File: src/hw/rtl/load_cell_peak_capture_macros.svh
// ----------------------------------------------------------------------------
// Load cell peak capture assertion macros
// Concurrent assertion helpers that compile away in synthesis builds.
// ----------------------------------------------------------------------------
`ifndef LOAD_CELL_PEAK_CAPTURE_MACROS_SVH
`define LOAD_CELL_PEAK_CAPTURE_MACROS_SVH

`ifndef SYNTHESIS

// Checks that cond holds at every clock edge outside reset.
`define LCPC_ASSERT(label, clk, rst_n, cond) \
    label: assert property (@(posedge clk) disable iff (!rst_n) (cond)) \
        else $error("load_cell_peak_capture assertion failed");

// Checks that cons holds in the cycle after ante.
`define LCPC_ASSERT_NEXT(label, clk, rst_n, ante, cons) \
    label: assert property (@(posedge clk) disable iff (!rst_n) (ante) |=> (cons)) \
        else $error("load_cell_peak_capture assertion failed");

`else

`define LCPC_ASSERT(label, clk, rst_n, cond)
`define LCPC_ASSERT_NEXT(label, clk, rst_n, ante, cons)

`endif

`endif

File: src/hw/rtl/lcpc_pkg.sv
// ----------------------------------------------------------------------------
// Load cell peak capture package
// Widths, codes and shared types of the load cell peak capture block.
// ----------------------------------------------------------------------------
package lcpc_pkg;

    // Converter word width and derived arithmetic widths.
    localparam int SAMPLE_BITS = 24;
    localparam int RAW_BITS    = 24;
    localparam int FORCE_BITS  = 24;
    localparam int GAIN_BITS   = 24;
    localparam int GAIN_SHIFT  = 16;
    localparam int THR_BITS    = 16;
    localparam int THR_SHIFT   = 8;
    localparam int COUNT_BITS  = 10;
    localparam int DIFF_BITS   = (SAMPLE_BITS > RAW_BITS) ? SAMPLE_BITS : RAW_BITS;
    localparam int PROD_BITS   = DIFF_BITS + GAIN_BITS;

    localparam logic [DIFF_BITS-1:0] SAMPLE_MASK =
        DIFF_BITS'((64'd1 << SAMPLE_BITS) - 64'd1);
    localparam logic [DIFF_BITS-1:0] SIGN_MASK =
        DIFF_BITS'(64'd1 << (SAMPLE_BITS - 1));

    // Configuration port.
    localparam int CFG_INDEX_BITS = 3;
    localparam int CFG_DATA_BITS  = 24;

    localparam logic [FORCE_BITS-1:0] TARE_RESET  = 24'd0;
    localparam logic [GAIN_BITS-1:0]  GAIN_RESET  = 24'd38992;
    localparam logic [THR_BITS-1:0]   START_RESET = 16'd100;
    localparam logic [THR_BITS-1:0]   STOP_RESET  = 16'd20;
    localparam logic [COUNT_BITS-1:0] MAX_RESET   = 10'd100;

    typedef enum logic [CFG_INDEX_BITS-1:0] {
        REG_TARE_OFFSET     = 3'd0,
        REG_GAIN_Q24        = 3'd1,
        REG_START_THRESHOLD = 3'd2,
        REG_STOP_THRESHOLD  = 3'd3,
        REG_MAX_SAMPLES     = 3'd4
    } lcpc_reg_t;

    typedef enum logic [1:0] {
        MODE_SAMPLE = 2'd0,
        MODE_ARM    = 2'd1,
        MODE_ABORT  = 2'd2
    } lcpc_mode_t;

    typedef enum logic [1:0] {
        PH_IDLE = 2'd0,
        PH_WAIT = 2'd1,
        PH_CAPT = 2'd2
    } lcpc_phase_t;

    typedef struct packed {
        logic [FORCE_BITS-1:0] tare_offset;
        logic [GAIN_BITS-1:0]  gain_q24;
    } lcpc_scale_cfg_t;

    typedef struct packed {
        logic [1:0]            mode;
        logic [FORCE_BITS-1:0] force_q8;
    } lcpc_scaled_t;

    typedef struct packed {
        logic [FORCE_BITS-1:0] force_q8;
        logic [1:0]            phase;
        logic                  done_res;
        logic                  aborted;
        logic [FORCE_BITS-1:0] peak_q8;
        logic [COUNT_BITS-1:0] sample_count;
    } lcpc_result_t;

endpackage

File: src/hw/rtl/lcpc_scaler.sv
// ----------------------------------------------------------------------------
// Load cell force scaler
// Two-stage pipeline: tare-corrected magnitude, then gain multiply and saturate.
// ----------------------------------------------------------------------------
module lcpc_scaler
    import lcpc_pkg::*;
(
    input  logic                clk,
    input  logic                rst_n,
    input  lcpc_scale_cfg_t     cfg,
    input  logic                in_valid,
    output logic                in_ready,
    input  logic [1:0]          in_mode,
    input  logic [RAW_BITS-1:0] in_raw,
    output logic                out_valid,
    input  logic                out_ready,
    output lcpc_scaled_t        out_item
);

    logic                 s1_valid_reg;
    logic [1:0]           s1_mode_reg;
    logic [DIFF_BITS-1:0] s1_diff_reg;
    logic                 s2_valid_reg;
    lcpc_scaled_t         s2_item_reg;

    logic                 s1_load;
    logic                 s2_load;
    logic [DIFF_BITS-1:0] offset_bin;
    logic [DIFF_BITS-1:0] tare_ext;
    logic [DIFF_BITS-1:0] diff_next;
    logic [PROD_BITS-1:0] product;
    logic [FORCE_BITS-1:0] force_next;

    // A stage takes new data when it is empty or its content moves on.
    assign s2_load  = s1_valid_reg && (!s2_valid_reg || out_ready);
    assign in_ready = !s1_valid_reg || s2_load;
    assign s1_load  = in_valid && in_ready;

    // Sign flip turns two's complement into offset binary.
    assign offset_bin = (DIFF_BITS'(in_raw) & SAMPLE_MASK) ^ SIGN_MASK;
    assign tare_ext   = DIFF_BITS'(cfg.tare_offset);
    assign diff_next  = (offset_bin >= tare_ext) ? (offset_bin - tare_ext)
                                                 : (tare_ext - offset_bin);

    assign product = PROD_BITS'(s1_diff_reg) * PROD_BITS'(cfg.gain_q24);

    always_comb
    begin
        if (|product[PROD_BITS-1:GAIN_SHIFT+FORCE_BITS])
        begin
            force_next = '1;
        end
        else
        begin
            force_next = product[GAIN_SHIFT+FORCE_BITS-1:GAIN_SHIFT];
        end
        if (s1_mode_reg != MODE_SAMPLE)
        begin
            force_next = '0;
        end
    end

    always_ff @(posedge clk or negedge rst_n)
    begin
        if (!rst_n)
        begin
            s1_valid_reg <= 1'b0;
            s2_valid_reg <= 1'b0;
        end
        else
        begin
            if (in_ready)
            begin
                s1_valid_reg <= in_valid;
            end
            if (!s2_valid_reg || out_ready)
            begin
                s2_valid_reg <= s1_valid_reg;
            end
        end
    end

    always_ff @(posedge clk)
    begin
        if (s1_load)
        begin
            s1_mode_reg <= in_mode;
            s1_diff_reg <= diff_next;
        end
        if (s2_load)
        begin
            s2_item_reg.mode     <= s1_mode_reg;
            s2_item_reg.force_q8 <= force_next;
        end
    end

    assign out_valid = s2_valid_reg;
    assign out_item  = s2_item_reg;

endmodule

File: config.mk
export PLATFORM = sky130hd
export DESIGN_NAME = lcpc_scaler
export DESIGN_NICKNAME = d
export VERILOG_FILES = /design/src/hw/rtl/load_cell_peak_capture_macros.svh /design/src/hw/rtl/lcpc_pkg.sv /design/src/hw/rtl/lcpc_scaler.sv
export SDC_FILE = /design/constraint.sdc
export NUM_CORES = 2
export LEC_CHECK = 0
export ABC_CLOCK_PERIOD_IN_PS = 12800
export BUFFER_PORTS_ARGS = -buffer_cell sky130_fd_sc_hd__buf_2
export CORE_ASPECT_RATIO = 0.75
export CORE_MARGIN = 8
export CORE_UTILIZATION = 25
export CTS_CLUSTER_SIZE = 10
export DETAILED_ROUTE_END_ITERATION = 6
export HOLD_SLACK_MARGIN = 0.05
export MAX_ROUTING_LAYER = met4
export PLACE_DENSITY = 0.49
export SYNTH_ARGS = -nofsm -noshare
export SYNTH_HDL_FRONTEND = slang
export SYNTH_SLANG_ARGS = --single-unit
File: constraint.sdc
create_clock -name clk -period 12.8 [get_ports clk]
set_input_delay 2.56 -clock clk [delete_from_list [all_inputs] [get_ports clk]]
set_output_delay 2.56 -clock clk [all_outputs]
set_load 0.01 [all_outputs]
== Word-level counts from Yosys, hierarchy flattened ==
Cells that the tools add are included.

* Output and inout port bits: 28
* Bits of input ports: 78
* Logic and storage cells: 21
* Flip-flop bits (word level): 54

* Mux-type cells: 2
* Order comparisons: 1
* Bitwise operators: 1
* Add/subtract/negate cells: 2
* Multipliers: 1
* Reductions and logical operators: 8

{| class="wikitable"
|+ Operators with widths
! cell !! number
|-
| $mul 24x24->48 || 1
|-
| $mux 24 || 2
|-
| $sub 24x24->24 || 2
|-
| $ge 24x24->1 || 1
|-
| $reduce_or 8->1 || 1
|-
| $logic_and 1x1->1 || 2
|-
| $logic_not 1->1 || 2
|-
| $logic_or 1x1->1 || 2
|-
| $reduce_bool 2->1 || 1
|-
| $not 1->1 || 1
|}

== Depth between registers and ports, before layout ==
* Depth in word-level cells: 5
* Mapped depth: 28
* Gate-level depth less buffers: 25

== Worst setup path before layout ==
No wires, ideal clock.

* Kind: in2reg
* Start point: input cfg[3] (netlist name)
* End point: register s2_item_reg (netlist bit out_item[10]) (data pin)
* Library setup time: 0.277 ns
* Path slack: 3.580 ns
* Required time: 12.523 ns
* Stages: 26
* Data arrival time: 8.943 ns
* Buffers on the path: 3
* Cell sequence: clkbuf_1 nand2_1 fa_1 inv_1 fa_1 inv_1 fa_1 fa_1 inv_1 fa_1 fa_1 inv_1 fa_1 inv_1 ha_1 buf_2 nand4_2 or4_4 nand2b_4 o31ai_4 o21ai_4 a2bb2oi_1 o211a_2 nor4b_4 buf_6 a31oi_2

* Longest elaborated chain between the ends: 3

{| class="wikitable"
|+ Ends and longest elaborated chain
! element !! RTL line !! text
|-
| start: declaration || lcpc_scaler.sv:10 || <nowiki>input lcpc_scale_cfg_t cfg,</nowiki>
|-
| $mul 24x24->48 (*) || lcpc_scaler.sv:45 || <nowiki>assign product = PROD_BITS'(s1_diff_reg) * PROD_BITS'(cfg.gain_q24);</nowiki>
|-
| $reduce_or 8->1 || lcpc_scaler.sv:49 || <nowiki>if (|product[PROD_BITS-1:GAIN_SHIFT+FORCE_BITS])</nowiki>
|-
| $mux 24 (*) || lcpc_scaler.sv:49 ||
|-
| end: declaration || lcpc_scaler.sv:24 || <nowiki>lcpc_scaled_t s2_item_reg;</nowiki>
|}

Every way passes the cells marked *; elsewhere a longest branch is shown, timed or not.
A chain may end at the register's enable or synchronous reset.

== Worst setup path in the final report ==
* Start point: input cfg[15] (netlist name)
* End point: register s2_item_reg (netlist bit out_item[0]) (data pin)

Same word-level chain as after synthesis.

==> run_results.csv <==
group,metric,value,unit
floorplanning,die_width,371,um
clocking,clkLatencyLatePin,330,ps
floorplanning,start_util,25.3,%
grt,use_met3,1.56,%
sta,fmax,0.0976,GHz
yosys,synth.largest_area_cell,"fa_1",
route,first_pass_iters,5,
worst_setup_path,required,12860,ps
sta,fin_setup_tns,0,ps
clocking,clkTransAtPathRegs,80,ps
grt,grt_use_met1,19.3,%
place,port_buffers,105,
yosys,synth_top_cell_area_share,40.8,%
yosys,async_flop_share,3.70,%
route,num_vias,17600,
worst_setup_path,worstSetupEndpointType,"flip-flop",
sta,slew_viol_final,0,
final_layout,nets,3458,
grt,overflow,0,
sta,worst_pin_slew,818,ps
sta,relSlewSlack,45.5,%
clocking,numCtsBuffers,5,
worst_setup_path,start_kind,"input pin",
floorplanning,rows,97,
final_layout,drive_gt1_share,6.86,%
sta,period_minus_slack,10250,ps
clocking,cts.sinks,54,
min_path,hold_class,"flip-flop to flip-flop",
grt,grt_pass1_vias,18800,
route,post_drt_via_cell_ratio,4.49,
grt,top_usage_layer,"met2",
run,drv_cap,0,
worst_setup_path,critPathKind,"input pin to flip-flop",
route,wl_per_cell,17.2,um
clocking,post_cts_buffers,0,
yosys,syn_area_per_cell,8.87,um2
yosys,postSynthCellCount,2672,
floorplanning,die_area,105000,um2
yosys,syn_area,23700,um2
yosys,yosys-top-cells-count,"619 x inv_1, 483 x fa_1, 338 x nand2_1, 319 x and2_1, 217 x ha_1",
yosys,synth_cell_type_count,81,
yosys,yosys_warnings,0,
clocking,cts_max_path_buffers,2,
worst_setup_path,critPathMaxFanout,24,
yosys,synthFlopType,"edfxtp_1",
place,gp_congestion,0.836,
sta,rsz0062_at_grt,"no",
worst_setup_path,cpMostUsedCell,"fa_1",
worst_setup_path,reg2reg_slack,4600,ps
final_layout,largest_reg_flops,26,
final_layout,area_growth,7.83,%
floorplanning,die_h,283,um
route,drtIter0Drc,1079,
clocking,clock-root-buffer,"clkbuf_16",
sta,hold_violations,0,
yosys,yosys-top-cells-area,"fa_1 41%, ha_1 11%, inv_1 9.8%",
grt,grt_max_degree,27,
clocking,cts_resized,0,
final_layout,final_util,27.3,%
yosys,ys_seq_area_share,6.80,%
grt,use_met2,20.7,%
worst_setup_path,worstPathArrival,10310,ps
clocking,holdBufCountCts,0,
status,status,"finished clean",
worst_setup_path,cpPeakStageDelay,680,ps
yosys,synth-seq-cells,54,
sta,setup-violations-final,0,
yosys,synth_edf_count,52,
clocking,h-tree-depth,2,
yosys,synth.most_common_cell,"inv_1",
worst_setup_path,crit_chain,"buf_2 > nand2_1 > fa_1 > inv_1 > fa_1 > inv_1 > fa_1 > inv_1 > fa_1 > fa_1 > fa_1 > inv_1 > fa_1 > inv_1 > ha_1 > nand4_2 > nor3_1 > nand2b_1 > a211oi_1 > o211ai_1 > mux2_2 > a21boi_1 > o2111a_2 > a31oi_1",
worst_setup_path,slowest_stage,"a211oi_1",
sta,whs,453,ps
grt,grt_pass1_wl,109,mm
route,route.detailed.drc,0,
sta,clock_skew,11.0,ps
clocking,cts_tree,"done",
place,detailed_place_hpwl,54.6,mm
grt,grt_usage,13.5,%
grt,grt_antenna_before_repair,10,
route,routed_wl,67.5,mm
sta,finalCritPeriodShare,80.0,%
yosys,syn_nets,3450,
floorplanning,coreArea,93700,um2
route,antenna_left,0,
floorplanning,ios,106,
worst paths after layout:
| check | endpoint | startpoint | cells after the start |
|---|---|---|---|
| worst max-delay path | out_item[0]$_SDFFCE_PP0P_ | cfg[15] | 24 |
| worst min-delay path | out_item[24]$_DFFE_PP_ | s1_mode_reg[0]$_DFFE_PP_ | 0 |
| worst max register to register | out_item[0]$_SDFFCE_PP0P_ | s1_diff_reg[7]$_DFFE_PP_ | 25 |
| worst min register to register | out_item[24]$_DFFE_PP_ | s1_mode_reg[0]$_DFFE_PP_ | 0 |
| max in group asynchronous | s1_valid_reg$_DFFE_PN0N_ | rst_n | 1 |
| min in group asynchronous | out_valid$_DFFE_PN0P_ | rst_n | 1 |
placed cells by master, fill, tap and decap left out, drive strengths merged, types with 20 or more instances in the layout:
cell,Yosys,final
fa,483,483
a21oi,86,86
xor2,20,20
a31oi,28,28
buf,28,133
a21o,23,23
nand2,338,338
and2,319,319
edfxtp,52,52
ha,217,217
o21ai,52,52
xnor2,27,27
nor2,50,50
inv,619,619
metal layers:
| metal | up-vias | part of all wire, % |
|---|---|---|
| met5 | - | 0 |
| met4 | 0 | 1.6 |
| met3 | 44 | 4.3 |
| met2 | 387 | 45 |
| met1 | 9051 | 49 |
| li1 | 8139 | - |
final cells by class:
class                      instances  area (um2)
clock inverter                     2        37.5
timing repair buffer             133         736
sequential                        54        1610
clock buffer                       6         129
multi-input combinational       1867       19100
antenna                            8        20.0
tap                             1237        1550
fill                           10200       68200
inverter                         619        2320
worst max-delay path, delay by kind of cell:
family	cells	cell delay (ps)
AO/OA/AOI/OAI	5	1880
adder cells (fa/ha/maj)	8	3900
buffers and inverters	6	740
multiplexers	1	350
AND/OR/NAND/NOR	4	800
kinds of logic after synthesis:
| kind of cell | share of synthesized area, % |
|---|---|
| simple gates | 17.5 |
| buf+inv | 12.4 |
| fa+ha+maj | 52.3 |
| compound gates | 8.38 |
| flops | 6.80 |
| xor+xnor | 1.74 |
| mux | 0.856 |
stage by stage:
stage | worst slack [ps] | cells | area, um2
after global routing | 2230 | 3923 | 25500
after CTS | 2660 | 3918 | 25500
after global placement | 2290 | 3910 | 25400
final | 2550 | 3926 | 25500
after detailed placement | 2320 | 3910 | 25400
after floorplan | 3580 | 2672 | 23700
Power is not shown: default switching activity piles up to over one toggle a cycle in this logic, so the estimate is an artifact.
